[config.mk]
export PLATFORM = sky130hd
export DESIGN_NAME = dma_descriptor_table_builder
export DESIGN_NICKNAME = d
export VERILOG_FILES = /design/src/dtb_pkg.sv /design/src/dma_descriptor_table_builder.sv
export SDC_FILE = /design/constraint.sdc
export NUM_CORES = 1
export LEC_CHECK = 0
export BUFFER_PORTS_ARGS = -buffer_cell sky130_fd_sc_hd__buf_2
export CAP_MARGIN = 20
export CORE_ASPECT_RATIO = 2
export CORE_MARGIN = 2
export CORE_UTILIZATION = 35
export DETAILED_ROUTE_END_ITERATION = 12
export GPL_TIMING_DRIVEN = 0
export SYNTH_ARGS = -nofsm -noshare
export SYNTH_HDL_FRONTEND = slang
export SYNTH_SLANG_ARGS = --single-unit
[constraint.sdc]
create_clock -name clk -period 7.8 [get_ports clk]
set_clock_uncertainty 0.05 [all_clocks]
set_input_delay 0.39 -clock clk [delete_from_list [all_inputs] [get_ports clk]]
set_output_delay 0.39 -clock clk [all_outputs]
set_load 0.02 [all_outputs]
[src/dtb_pkg.sv]
// ----------------------------------------------------------------------------
// dtb_pkg: descriptor table builder package
// Types, constants and the control store shared by the table builder.
// ----------------------------------------------------------------------------
package dtb_pkg;

  localparam int MAX_ENTRIES = 32;
  localparam int CNT_W       = $clog2(MAX_ENTRIES + 1);

  localparam logic [23:0] LIMIT_BYTES = 24'hFF0000;
  localparam logic [16:0] BOUNDARY    = 17'h10000;
  localparam logic [15:0] HALF_CHUNK  = 16'h8000;

  typedef enum logic [1:0] {
    ST_OK       = 2'd0,
    ST_TOO_LONG = 2'd1,
    ST_OVERFLOW = 2'd2,
    ST_EMPTY    = 2'd3
  } status_t;

  typedef struct packed {
    logic [31:0] buffer_address;
    logic [23:0] byte_count;
  } req_t;

  typedef struct packed {
    logic [31:0] entry_address;
    logic [15:0] entry_bytes;
    logic        last;
    status_t     status;
  } desc_t;

  // Microprogram steps
  typedef enum logic [1:0] {
    STEP_ACCEPT = 2'd0,
    STEP_CHECK  = 2'd1,
    STEP_ENTRY  = 2'd2
  } step_t;

  typedef enum logic {
    SEL_CHECK = 1'b0,
    SEL_ENTRY = 1'b1
  } emit_sel_t;

  typedef enum logic {
    COND_ALWAYS = 1'b0,
    COND_DONE   = 1'b1
  } cond_t;

  // One control word per step
  typedef struct packed {
    logic      take_req;
    logic      emit;
    emit_sel_t sel;
    cond_t     cond;
    step_t     jump_true;
    step_t     jump_false;
  } ctl_t;

  function automatic ctl_t ucode_rom(input step_t step);
    ctl_t c;
    unique case (step)
      STEP_ACCEPT: c = '{take_req: 1'b1, emit: 1'b0, sel: SEL_CHECK, cond: COND_ALWAYS,
                         jump_true: STEP_CHECK, jump_false: STEP_CHECK};
      STEP_CHECK:  c = '{take_req: 1'b0, emit: 1'b1, sel: SEL_CHECK, cond: COND_DONE,
                         jump_true: STEP_ACCEPT, jump_false: STEP_ENTRY};
      STEP_ENTRY:  c = '{take_req: 1'b0, emit: 1'b1, sel: SEL_ENTRY, cond: COND_DONE,
                         jump_true: STEP_ACCEPT, jump_false: STEP_ENTRY};
      default:     c = '{take_req: 1'b0, emit: 1'b0, sel: SEL_CHECK, cond: COND_ALWAYS,
                         jump_true: STEP_ACCEPT, jump_false: STEP_ACCEPT};
    endcase
    return c;
  endfunction

endpackage

[src/dma_descriptor_table_builder.sv]
// ----------------------------------------------------------------------------
// dma_descriptor_table_builder: scatter-gather descriptor list generator
// Splits one transfer request into descriptor entries that never cross a
// 64 KiB boundary, with error and end-of-table marking.
// ----------------------------------------------------------------------------
// Sequence: the accept step takes a request beat; the check step then
// registers a too-long or empty result, or passes to the entry step, which
// registers the entry beats (up to MAX_ENTRIES, then an overflow beat).
// Throughput: the microprogram emits one descriptor beat per cycle through a
// single output register, and waits while that register is held; a new
// request is taken only after the last beat of the one before.
// Reset: synchronous; clears the step counter and the output valid flag, and
// holds req_ready low while asserted.
module dma_descriptor_table_builder (
  input  logic           clk,
  input  logic           rst,
  input  logic           req_valid,
  output logic           req_ready,
  input  dtb_pkg::req_t  req,
  output logic           desc_valid,
  input  logic           desc_ready,
  output dtb_pkg::desc_t desc
);

  // Sequencer state
  dtb_pkg::step_t step, step_next;
  dtb_pkg::ctl_t  ctl;

  // Datapath registers: running address, bytes left, entries emitted
  logic [31:0]             addr;
  logic [23:0]             left;
  logic [dtb_pkg::CNT_W-1:0] n;

  // Output register
  dtb_pkg::desc_t desc_next;
  logic           slot_free;

  // Combinational datapath
  logic [16:0] room;
  logic [16:0] chunk_raw;
  logic [15:0] chunk;
  logic        is_last;
  logic        overflow;
  logic        too_long;
  logic        empty;
  logic        err;
  logic        need_emit;
  logic        fire;
  logic        done;

  // Fetch the control word for the current step
  assign ctl = dtb_pkg::ucode_rom(step);

  // Room up to the next 64 KiB boundary and the chunk for this entry
  assign room      = dtb_pkg::BOUNDARY - {1'b0, addr[15:0]};
  assign chunk_raw = (left < {7'd0, room}) ? left[16:0] : room;
  // Split a full aligned 64 KiB region; the second half follows on its own
  assign chunk     = (chunk_raw == dtb_pkg::BOUNDARY) ? dtb_pkg::HALF_CHUNK
                                                      : chunk_raw[15:0];
  assign is_last   = (left == {8'd0, chunk});
  assign overflow  = (n == dtb_pkg::CNT_W'(dtb_pkg::MAX_ENTRIES));

  assign too_long  = (left > dtb_pkg::LIMIT_BYTES);
  assign empty     = (left == 24'd0);
  assign err       = too_long || empty;

  // The output register is free when empty or being drained this cycle
  assign slot_free = !desc_valid || desc_ready;
  // Take no request beat while reset is held
  assign req_ready = ctl.take_req && !rst;

  always_comb begin
    need_emit = 1'b0;
    desc_next = '{entry_address: 32'd0, entry_bytes: 16'd0, last: 1'b1,
                  status: dtb_pkg::ST_OK};
    done      = 1'b0;
    unique case (ctl.sel)
      dtb_pkg::SEL_CHECK: begin
        need_emit = ctl.emit && err;
        done      = err;
        desc_next.status = too_long ? dtb_pkg::ST_TOO_LONG : dtb_pkg::ST_EMPTY;
      end
      dtb_pkg::SEL_ENTRY: begin
        need_emit = ctl.emit;
        done      = overflow || is_last;
        if (overflow) begin
          desc_next.status = dtb_pkg::ST_OVERFLOW;
        end else begin
          desc_next.entry_address = addr;
          desc_next.entry_bytes   = chunk;
          desc_next.last          = is_last;
        end
      end
      default: ;
    endcase

    // Advance when the step's own event happens: a request beat, a free slot, or at once when nothing is emitted
    if (ctl.take_req) begin
      fire = req_valid;
    end else if (need_emit) begin
      fire = slot_free;
    end else begin
      fire = 1'b1;
    end

    step_next = step;
    if (fire) begin
      unique case (ctl.cond)
        dtb_pkg::COND_ALWAYS: step_next = ctl.jump_true;
        dtb_pkg::COND_DONE:   step_next = done ? ctl.jump_true : ctl.jump_false;
        default:              step_next = ctl.jump_true;
      endcase
    end
  end

  // Step counter
  always_ff @(posedge clk) begin
    if (rst) begin
      step <= dtb_pkg::STEP_ACCEPT;
    end else begin
      step <= step_next;
    end
  end

  // Datapath: load on a request beat, advance on each ok entry beat
  always_ff @(posedge clk) begin
    if (req_ready && req_valid) begin
      addr <= req.buffer_address;
      left <= req.byte_count;
      n    <= '0;
    end else if (fire && ctl.emit && ctl.sel == dtb_pkg::SEL_ENTRY && !overflow) begin
      addr <= addr + {16'd0, chunk};
      left <= left - {8'd0, chunk};
      n    <= n + dtb_pkg::CNT_W'(1);
    end
  end

  // Output register: hold until the sink takes the beat
  always_ff @(posedge clk) begin
    if (rst) begin
      desc_valid <= 1'b0;
    end else if (need_emit && fire) begin
      desc_valid <= 1'b1;
    end else if (desc_ready) begin
      desc_valid <= 1'b0;
    end
  end

  always_ff @(posedge clk) begin
    if (need_emit && fire) begin
      desc <= desc_next;
    end
  end

endmodule
Yosys cells after proc, flatten, opt, wreduce, memory -nomap -nowiden

Cells that the tools add are included.

Divide/modulo/power cells: 0
Equal/unequal tests: 5
Reduce and logical (&&, ||, !) cells: 18
Shifts and indexed selects: 0
Bitwise operators: 2
Add/subtract/negate cells: 4
Multipliers: 0
Muxes and demuxes: 18
$lt $le $gt $ge: 2

Operators with widths:

| kind                   | number |
|---|---|
| $mux 32                | 2 |
| $mux 24                | 2 |
| $add 32x16->32         | 1 |
| $eq 24x16->1           | 1 |
| $gt 24x24->1 const B   | 1 |
| $logic_not 24->1       | 1 |
| $lt 24x17->1           | 1 |
| $pmux 8 s3             | 1 |
| $sub 24x16->24         | 1 |
| $eq 17x17->1 const B   | 1 |
| $mux 17                | 1 |
| $sub 17x16->17 const A | 1 |
| $mux 16                | 1 |
| $pmux 2 s2             | 2 |
| $logic_and 1x1->1      | 7 |
| $add 6x1->6 const B    | 1 |
| $eq 6x6->1 const B     | 1 |
| $mux 2                 | 3 |
| $mux 1                 | 4 |
| $pmux 1 s2             | 2 |
| $reduce_bool 2->1      | 2 |
| $logic_not 1->1        | 3 |
| $logic_or 1x1->1       | 3 |
| $eq 2x1->1 const B     | 1 |
| 4 further kinds        | 5 |

ROM bits: 0
Memory bits (writable): 0
Bits in latches: 0
Memories: 0
Flip-flop bits (word level): 116

Logic depth before layout (Yosys ltp)

Gate-level depths: netlist of the first run.

Depth in word-level cells: 11
Depth in mapped cells: 24

Worst setup path before layout of the first run

No wires, ideal clock.

Path type: reg-to-reg
Start point: register addr[2]
End point: register addr[20], data pin
Required time: 7.480 ns
Data arrival time: 5.392 ns
Buffers on the path: 1
Stages on the path, launching flop included: 24
Clock period less this slack: 5.712 ns
Library setup time: 0.270 ns
Setup slack: 2.088 ns
Path through: edfxtp_1 -> or3_1 -> nor3_1 -> nand2b_1 -> nor4_1 -> xnor2_1 -> inv_1 -> ha_1 -> a21o_1 -> a21o_1 -> a21oi_1 -> o21ai_0 -> a221oi_4 -> buf_8 -> mux2i_1 -> inv_1 -> ha_1 -> a21o_1 -> a21o_1 -> a2111oi_0 -> nor3_1 -> o2111ai_1 -> xor2_1 -> a21oi_1

Longest elaborated chain between the ends: 8

RTL lines:

| item                   | RTL line                            | source |
|---|---|---|
| from (decl)            | dma_descriptor_table_builder.sv:30  | `logic [31:0] addr;` |
| from (signal assigned) | dma_descriptor_table_builder.sv:128 | `addr <= req.buffer_address;` |
| from (signal assigned) | dma_descriptor_table_builder.sv:132 | `addr <= addr + {16'd0, chunk};` |
| $sub 17x16->17 (*)     | dma_descriptor_table_builder.sv:55  | `assign room = dtb_pkg::BOUNDARY - {1'b0, addr[15:0]};` |
| $lt 24x17->1           | dma_descriptor_table_builder.sv:56  | `assign chunk_raw = (left < {7'd0, room}) ? left[16:0] : room;` |
| $mux 17 (*)            | dma_descriptor_table_builder.sv:56  |  |
| $eq 17x17->1           | dma_descriptor_table_builder.sv:58  | `assign chunk = (chunk_raw == dtb_pkg::BOUNDARY) ? dtb_pkg::HALF_CHUNK` |
| $mux 16 (*)            | dma_descriptor_table_builder.sv:58  |  |
| named net chunk[11]    | dma_descriptor_table_builder.sv:41  | `logic [15:0] chunk;` |
| $add 32x16->32 (*)     | dma_descriptor_table_builder.sv:132 |  |
| $mux 32 (*)            | dma_descriptor_table_builder.sv:131 | `end else if (fire && ctl.emit && ctl.sel == dtb_pkg::SEL_ENTRY && !overflow) begin` |
| $mux 32 (*)            | dma_descriptor_table_builder.sv:127 | `if (req_ready && req_valid) begin` |

Mark *: on every way through the listed nets, which the timed path passes. The rest lies on a longest branch. The select of a mux whose other input is x is not followed.
A chain may end at the register's enable or synchronous reset.

Worst setup path after layout of the first run

Start point: register addr[0]
End point: register addr[30], data pin

The elaborated chain is that of the path after synthesis.

==> results.py, run 1 <==
metrics = {
    "drt": {
        "firstDrtPassIters": 4,
        "routed_wl_mm": 23.3,
        "ant_nets": 0,
        "vias": 6471,
        "post_drt_wl_per_cell_um": 19.3,
        "drc": 0,
        "drt-initial-drc-count": 313,
        "viasPerCell": 5.36,
    },
    "grt": {
        "grt_pass1_vias": 6659,
        "grtUsageTotal": 0.208,
        "grt_pass1_wl_mm": 35.5,
        "grt_antenna_before_repair": 1,
        "grt_overflow": 0,
        "grt_max_degree": 34,
    },
    "setup_path": {
        "required_ns": 7.90,
        "start_kind": "flop",
        "crit_path_end_kind": "flop",
        "slowest_delay_ns": 0.98,
        "path_cells": "inv_1 > ha_1 > nor2b_1 > nand4b_1 > or4_1 > xor2_1 > inv_1 > ha_1 > a21o_1 > a21oi_1 > o21ai_0 > a221oi_4 > buf_8 > mux2i_1 > inv_1 > ha_1 > nand2_1 > nor4_1 > nor2_1 > a2111oi_0 > o21ai_0 > xor2_1 > a21oi_1",
        "worstPathMaxFanout": 10,
        "arrival_ns": 7.12,
        "crit_path_top_delay_cell": "a2111oi_0",
        "criticalPathCategory": "flop to flop",
    },
    "layout": {
        "fillers": 2064,
        "fin_nets": 1036,
        "layout_commonest_cell": "buf_2",
        "drive_above_1_share": 0.168,
        "synthToLayoutAreaGrowth_pct": 21.1,
        "layout_common_cells": "112 x buf_2, 107 x edfxtp_1, 77 x nor2_1, 58 x nand2_1, 53 x ha_1",
    },
    "sta": {
        "finalCritPeriodShare": 0.900,
        "hold_viol_final": 0,
        "finalSetupViolations": 0,
        "fmax_ghz": 0.142,
        "period_needed_ns": 7.02,
        "report.final.slew_viol_count": 0,
        "rsz0062_at_grt": "no",
        "holdWs_ns": 0.133,
        "worst_pin_slew_ns": 1.14,
        "setup_tns_ns": 0,
        "relSlewSlack": 0.217,
    },
    "synthesis": {
        "synth_top_family_by_area": "simple AND/OR/NAND/NOR gates",
        "ys_seq_elements": 116,
        "yosys-mux-area-fraction": 0.0288,
        "synth-xor-area-share": 0.0649,
        "syn_inst": 787,
        "ys_async_sr_fraction": 0,
        "netlist_area_um2": 7700,
        "synth_seq_area_share": 0.441,
        "synth_warnings": 0,
        "synth_cell_types": 53,
        "synth_flop_cell": "edfxtp_1",
        "synth-edff-count": 107,
        "synthAdderAreaFrac": 0.0914,
        "syn_area_per_cell_um2": 9.78,
        "synth_nets": 902,
        "synth_compound_area_frac": 0.150,
        "synth-simple-area-share": 0.189,
    },
    "clock_network": {
        "root_buffer": "clkbuf_16",
        "cts_buffers": 17,
        "cts_max_level": 4,
        "ctsHoldBuffers": 0,
        "cts_max_path_buffers": 2,
        "cts_setup_buffers": 0,
        "cts.sinks": 116,
        "cts_tree": "done",
        "clk-insertion-delay-late_ns": 0.43,
        "ctsResizeCount": 0,
        "clk_pin_slew_ns": 0.06,
    },
    "pwr": {
        "ir_drop_mv": 0.146,
        "power_density_nw_per_um2": 322,
        "p_leak_nw": 3.73,
        "p_total_mw": 3.00,
    },
    "floorplanning": {
        "initial_core_util": 0.357,
        "ios": 113,
        "core_area_um2": 21600,
        "die-area_um2": 23300,
        "placementRows": 76,
        "die_w_um": 109,
        "die_h_um": 214,
    },
    "job": {
        "cap_violations": 0,
    },
    "place": {
        "dp_hpwl_mm": 18.3,
        "gp_congestion": 0.936,
        "port_buffers": 112,
    },
    "min_path": {
        "hp-class": "primary input to flop",
    },
    "outcome": {
        "outcome": "complete, no violations",
    },
}
[cell families (layout without fill, tap and decap cells)]
family	Yosys count	count (layout)
xor gates and xnor gates	57	57
AOI/OAI and AO/OA	181	181
buffers and inverters	70	217
adders and majority gates	55	55
and+or+nand+nor	286	286
muxes	22	22
other	0	1
DFF	116	116
[worst paths after layout]
check / depth (start not counted) / end / start / slack, ns
setup reg to reg: 23 / addr[30]$_DFFE_PP_ / addr[0]$_DFFE_PP_ / 0.78
hold / removal: 2 / desc_valid$_SDFFE_PP0P_ / rst / 0.13
hold reg to reg: 2 / desc_valid$_SDFFE_PP0P_ / desc_valid$_SDFFE_PP0P_ / 0.43
setup / recovery: 23 / addr[30]$_DFFE_PP_ / addr[0]$_DFFE_PP_ / 0.78
[cell type report]
cell class | count | area (µm²) | share of cell area
multi-input combinational | 601 | 4050 | 0.434
sequential | 116 | 3390 | 0.364
timing repair buffer | 115 | 621 | 0.0666
clock buffer | 19 | 433 | 0.0464
tap | 273 | 342 | 0.0366
clock inverter | 13 | 206 | 0.0222
inverter | 46 | 173 | 0.0185
buffer | 24 | 101 | 0.0109
antenna | 1 | 2.50 | 0.000268
[flip-flops by register name, summed over array words and instances, names as in the netlist]
| signal | cells |
|---|---|
| n | 6 |
| desc | 51 |
| addr | 32 |
| step | 2 |
| desc_valid | 1 |
| left | 24 |
[through the flow]
step	util	cells	instance area [µm²]	setup slack (ns)
5_1_grt	0.432	1208	9320	0.300
3_5_place_dp	0.402	1175	8680	0.880
2_1_floorplan	-	787	7700	2.09
4_1_cts	0.432	1207	9320	0.801
3_3_place_gp	0.398	1172	8600	-0.638
6_report	0.432	1208	9320	0.779
[synthesized netlist by cell type, drive strengths merged, types with 14 or more instances]
master / number / area share
edfxtp: 107 / 0.42
nor2: 77 / 0.038
nand2: 58 / 0.028
ha: 53 / 0.086
a21oi: 49 / 0.032
o21ai: 48 / 0.031
inv: 46 / 0.022
and2: 36 / 0.029
xor2: 30 / 0.034
xnor2: 27 / 0.031
a21o: 22 / 0.021
mux2i: 21 / 0.027
clkbuf: 18 / 0.0088
nor4: 17 / 0.014
nor3: 15 / 0.0098
nand3: 14 / 0.0091
nand4: 14 / 0.011
[worst max-delay path, delay by kind of cell (launching register included)]
kind,cells,cell delay (ns)
adder cells (fa/ha/maj),3,0.89
multiplexers,1,0.52
flip-flops,1,0.47
AO/OA/AOI/OAI,7,2.33
XOR/XNOR,2,0.40
buffers and inverters,4,0.58
AND/OR/NAND/NOR,6,1.49
[per-layer routing]
| metal | global-route usage | routed length [µm] |
|---|---|---|
| met1 | 0.196 | 8080 |
| met2 | 0.406 | 13100 |
| met3 | 0.0252 | 704 |
| met4 | 0.134 | 1350 |
| met5 | 0 | 0 |
[where the power goes]
part           switching (mW)  internal (mW)
logic                   0.728          0.488
clock network           0.297          0.566
registers              0.0991          0.822
total                    1.12           1.88
(Power assumes the default switching activity.)
==> run 2: changes to the inputs <==
Settings changed: REMOVE_ABC_BUFFERS from default to 1.
Clock period 7.8 ns to 5.9 ns, I/O delays scaled along.
==> run 2 against run 1 <==
Clock power up 24%. Combinational power increased by 64%. Core utilization up 4.1 points. Largest cell class unchanged. Routed wire length decreased by 3.7%. Fmax is 22% higher. Sequential share of layout area decreased by 3.2 points. Sequential power rose by 34%. Highest routed layer unchanged. First-iteration DRC count down 1.6%.
==> results.py, run 2 (same netlist as run 1, synthesis figures left out) <==
metrics = {
    "setup_path": {
        "start_kind": "flop",
        "slowest_delay_ns": 0.46,
        "criticalPathCategory": "flop to flop",
        "worstPathMaxFanout": 7,
        "crit_path_top_delay_cell": "or3_4",
        "crit_path_end_kind": "flop",
        "critPathMostFrequentCell": "a21o_1",
        "required_ns": 6.04,
        "arrival_ns": 5.91,
    },
    "layout": {
        "multi_input_area_um2": 4690,
        "reg.largest.list": "desc: 51 flops, addr: 32 flops, left: 24 flops",
        "fin_nets": 1054,
        "diodes": 0,
        "fillers": 2005,
        "drive_above_1_share": 0.288,
        "layout_commonest_cell": "buf_2",
        "top_register": "desc",
        "final_core_util": 0.473,
        "register_area_um2": 3390,
        "largest_reg_flops": 51,
        "synthToLayoutAreaGrowth_pct": 32.7,
        "layout_common_cells": "112 x buf_2, 107 x edfxtp_1, 75 x nor2_1, 55 x nand2_1, 44 x a21oi_1",
    },
    "drt": {
        "drt-initial-drc-count": 308,
        "drc": 0,
        "firstDrtPassIters": 5,
        "post_drt_wl_per_cell_um": 18.3,
        "vias": 6697,
        "viasPerCell": 5.47,
        "routed_wl_mm": 22.4,
        "ant_nets": 0,
    },
    "sta": {
        "setup_tns_ns": 0,
        "worst_pin_slew_ns": 0.809,
        "finalCritPeriodShare": 0.977,
        "report.final.slew_viol_count": 0,
        "hold_viol_final": 0,
        "fmax_ghz": 0.173,
        "holdWs_ns": 0.0809,
        "finalSetupViolations": 0,
        "rsz0062_at_grt": "yes",
        "period_needed_ns": 5.76,
        "relSlewSlack": 0.459,
    },
    "clock_network": {
        "cts_tree": "done",
        "clk-insertion-delay-late_ns": 0.44,
        "cts_max_level": 4,
        "clk_pin_slew_ns": 0.06,
        "root_buffer": "clkbuf_16",
        "cts.sinks": 116,
        "cts_max_path_buffers": 2,
        "cts_buffers": 17,
    },
    "floorplanning": {
        "ios": 113,
        "die_w_um": 109,
        "placementRows": 76,
        "initial_core_util": 0.357,
        "die-area_um2": 23300,
        "die_h_um": 214,
        "core_area_um2": 21600,
    },
    "grt": {
        "grt_pass1_vias": 6658,
        "grt_overflow": 0,
        "grtUsageTotal": 0.194,
        "grt_pass1_wl_mm": 33.8,
        "grt_max_degree": 46,
        "grt_antenna_before_repair": 0,
    },
    "outcome": {
        "outcome": "complete, no violations",
    },
    "pwr": {
        "ir_drop_mv": 0.191,
        "power_density_nw_per_um2": 420,
        "p_leak_nw": 4.02,
        "p_total_mw": 4.29,
    },
    "place": {
        "dp_hpwl_mm": 16.0,
        "port_buffers": 112,
        "gp_congestion": 0.884,
    },
    "min_path": {
        "hp-class": "primary input to flop",
    },
    "job": {
        "cap_violations": 0,
    },
}
run 2: cell count changes in the layout (fill, tap and decap cells not counted), moves of 7 or more:
cell | before | now
ha_1 | 53 | 42
o21ai_0 | 47 | 38
buf_4 | 0 | 34
mux2i_1 | 21 | 6
ha_4 | 0 | 7
clkbuf_1 | 20 | 3
mux2i_4 | 0 | 12
run 2: critical path: cells and delay by family, from the launching register on:
kind                       cells  cell delay, ns
DFF                            1            0.45
muxes                          1            0.35
buffers and inverters          6            0.77
and+or+nand+nor                4            1.13
AOI/OAI and AO/OA             11            2.11
adders and majority gates      2            0.46
xor gates and xnor gates       1            0.16
run 2: what timing repair did:
action                                  in CTS  in global routing
gates resized for setup                     34                 84
gates cloned                                 0                  1
pin swaps                                    1                 35
hold buffers                                 1                  0
setup buffers                               16                 20
endpoints found under the hold margin        2                  0
endpoints found under the setup margin      48                 39
run 2: layout make-up:
class	count	share of cell area
Tap cell	273	0.0334
Clock inverter	10	0.0130
Multi-Input combinational cell	601	0.460
Clock buffer	22	0.0454
Sequential cell	116	0.332
Timing Repair Buffer	157	0.0995
Inverter	46	0.0169
run 2: final timing paths:
kind	cells after the start	startpoint	slack [ns]	endpoint
setup / recovery	25	addr[2]$_DFFE_PP_	0.14	addr[25]$_DFFE_PP_
setup reg to reg	25	addr[2]$_DFFE_PP_	0.14	addr[25]$_DFFE_PP_
hold / removal	3	desc_ready	0.08	desc_valid$_SDFFE_PP0P_
hold reg to reg	2	step[0]$_SDFFE_PP0N_	0.43	step[0]$_SDFFE_PP0N_
run 2: power breakdown:
group          total (mW)  internal, mW  leakage, nW  switching (mW)
Clock                1.07         0.681        0.286           0.387
Combinational        2.00         0.875         2.64            1.12
Sequential           1.23          1.09         1.09           0.139
run 2: layer usage:
| metal | GRT usage | vias up | part of all wire |
|---|---|---|---|
| met3 | 0.0377 | 66 | 0.042 |
| met4 | 0.107 | 0 | 0.044 |
| met5 | 0 | - | 0 |
| met1 | 0.193 | 3212 | 0.35 |
| met2 | 0.365 | 216 | 0.56 |
| li1 | - | 3203 | - |
run 2: per-stage QoR:
stage	cells	worst slack (ns)	instance area, µm²
6_report	1225	0.136	10200
5_1_grt	1225	-0.118	10200
4_1_cts	1204	0.00340	9570
3_5_place_dp	1155	-1.16	8660
3_3_place_gp	1148	-3.92	8500
2_1_floorplan	763	-0.0788	7600
==> run 3: changes to the inputs <==
Settings changed: PLACE_DENSITY from default to 0.58.
==> run 3 against run 2 <==
Total power increased by 2.0%. Combinational power is 6% higher. First-iteration DRC count fell by 16%. Die area did not move. Clock power is 5% lower. Sequential share of layout area decreased by 0.65 points. Final cell count increased by 0.57%. Sequential power about the same. Non-clock buffer count rose by 8. Largest power group unchanged.
==> results.py, run 3 (same netlist as run 1, synthesis figures left out) <==
metrics = {
    "layout": {
        "largest_reg_flops": 51,
        "top_register": "desc",
        "synthToLayoutAreaGrowth_pct": 35.3,
        "layout_common_cells": "112 x buf_2, 107 x edfxtp_1, 75 x nor2_1, 54 x nand2_1, 42 x buf_4",
        "reg.largest.list": "desc: 51 flops, addr: 32 flops, left: 24 flops",
        "fin_area_um2": 10400,
        "layout_commonest_cell": "buf_2",
        "fin_nets": 1062,
        "drive_above_1_share": 0.310,
        "final_core_util": 0.483,
        "diodes": 0,
    },
    "setup_path": {
        "r2r-end": "left[21]$_DFFE_PP_",
        "rr_startpoint": "addr[3]$_DFFE_PP_",
        "arrival_ns": 5.99,
        "crit_path_start": "addr[3]$_DFFE_PP_",
        "crit_end": "left[21]$_DFFE_PP_",
        "path_cells": "or3_4 > nor3_4 > nand2b_1 > nor4_2 > xnor2_1 > inv_1 > ha_4 > a21o_1 > a21o_1 > a21oi_2 > o21ai_2 > a221oi_4 > buf_12 > buf_8 > mux2i_4 > ha_4 > a21oi_4 > o21ai_2 > or4_4 > o221a_4 > o211ai_1 > mux2i_1 > a211o_1",
        "slowest_delay_ns": 0.45,
        "crit_path_end_kind": "flop",
        "r2r_slack_ns": 0.04,
        "start_kind": "flop",
        "crit_path_top_delay_cell": "or3_4",
        "required_ns": 6.03,
        "reg2regPathDepth": 23,
        "worstPathMaxFanout": 6,
        "criticalPathCategory": "flop to flop",
    },
    "floorplanning": {
        "initial_core_util": 0.357,
        "core_area_um2": 21600,
        "die_h_um": 214,
        "ios": 113,
        "die_w_um": 109,
        "placementRows": 76,
        "die-area_um2": 23300,
    },
    "place": {
        "port_buffers": 112,
        "placed_area_um2": 8680,
        "gp_congestion": 0.884,
        "dp_slack_ns": -1.14,
        "dp_hpwl_mm": 16.0,
    },
    "sta": {
        "fmax_ghz": 0.171,
        "finalSetupViolations": 0,
        "finalCritPeriodShare": 0.993,
        "holdWs_ns": 0.0729,
        "fin_ws_ns": 0.0406,
        "rsz0062_at_grt": "yes",
        "hold_viol_final": 0,
        "relSlewSlack": 0.493,
        "report.final.slew_viol_count": 0,
        "period_needed_ns": 5.86,
        "worst_pin_slew_ns": 0.758,
    },
    "pwr": {
        "ir_drop_mv": 0.173,
        "power_density_nw_per_um2": 420,
        "p_leak_nw": 4.07,
        "p_total_mw": 4.37,
    },
    "clock_network": {
        "cts.sinks": 116,
        "cts_max_level": 4,
        "cts_tree": "done",
        "cts_buffers": 17,
        "clk-insertion-delay-late_ns": 0.43,
        "root_buffer": "clkbuf_16",
        "clk_pin_slew_ns": 0.05,
        "cts_max_path_buffers": 2,
    },
    "drt": {
        "routed_wl_mm": 22.1,
        "drc": 0,
        "ant_nets": 0,
        "post_drt_wl_per_cell_um": 18.0,
        "firstDrtPassIters": 4,
        "viasPerCell": 5.37,
        "vias": 6614,
        "drt-initial-drc-count": 259,
    },
    "grt": {
        "grt_pass1_wl_mm": 33.4,
        "grt_antenna_before_repair": 0,
        "grt_pass1_vias": 6573,
        "grtUsageTotal": 0.191,
        "grt_max_degree": 50,
        "grt_overflow": 0,
    },
    "job": {
        "cap_violations": 0,
    },
    "outcome": {
        "outcome": "complete, no violations",
    },
    "min_path": {
        "hp-class": "primary input to flop",
    },
}
[run 3: cell types whose count changed in the layout (fill, tap and decap cells not counted), moves of 5 or more]
cell      previous run  this run
buf_4               34        42
clkinv_1             0         5
ha_1                42        37
ha_4                 7        13
[run 3: worst min-delay path by stage]
stage,cells past startpoint,to,startpoint
floorplan,1,desc_valid$_SDFFE_PP0P_,rst
CTS,3,addr[1]$_DFFE_PP_,req[25]
global placement,2,desc_valid$_SDFFE_PP0P_,desc_valid$_SDFFE_PP0P_
detailed placement,2,desc_valid$_SDFFE_PP0P_,desc_valid$_SDFFE_PP0P_
global route,3,addr[1]$_DFFE_PP_,req[25]
finish,3,addr[1]$_DFFE_PP_,req[25]
[run 3: area by class of cell]
cell class / instances / area (µm²)
Inverter: 46 / 173
Clock inverter: 13 / 141
Timing Repair Buffer: 165 / 1100
Sequential cell: 116 / 3390
Clock buffer: 18 / 429
Multi-Input combinational cell: 601 / 4830
Tap cell: 273 / 342
Fill cell: 2015 / 11200
[run 3: critical path: cells and delay by family, from the launching register on]
kind / cells / cell delay, ns
buf+inv: 3 / 0.45
mux: 2 / 0.47
flops: 1 / 0.44
fa+ha+maj: 2 / 0.53
compound gates: 10 / 1.94
xor+xnor: 1 / 0.25
simple gates: 5 / 1.47
[run 3: report_power, final]
group / switching, mW / internal [mW] / leakage (nW) / total, mW
clock: 0.374 / 0.650 / 0.269 / 1.02
sequential: 0.137 / 1.09 / 1.09 / 1.22
combinational: 1.17 / 0.962 / 2.71 / 2.13
total: 1.68 / 2.70 / 4.07 / 4.37
[run 3: per-stage QoR]
step,setup TNS [ns],std cells
6_report,0,1232
5_1_grt,-2.82,1232
4_1_cts,0,1197
3_5_place_dp,-29.00,1155
3_3_place_gp,-274.83,1148
2_1_floorplan,-4.41,763
[run 3: timing repair]
action                     in CTS  in global routing
gates cloned                    0                  1
resized for setup              34                112
hold endpoints to repair        3                  0
setup buffers                  10                 34
hold buffers                    1                  0
setup endpoints to repair      48                 39
pin swaps                       2                 54
[run 3: per-layer routing]
| metal | vias to the layer above | track usage | share of wire |
|---|---|---|---|
| met2 | 175 | 0.361 | 0.57 |
| met4 | 0 | 0.0977 | 0.036 |
| met1 | 3172 | 0.194 | 0.35 |
| met5 | - | 0 | 0 |
| li1 | 3218 | - | - |
| met3 | 49 | 0.0337 | 0.036 |
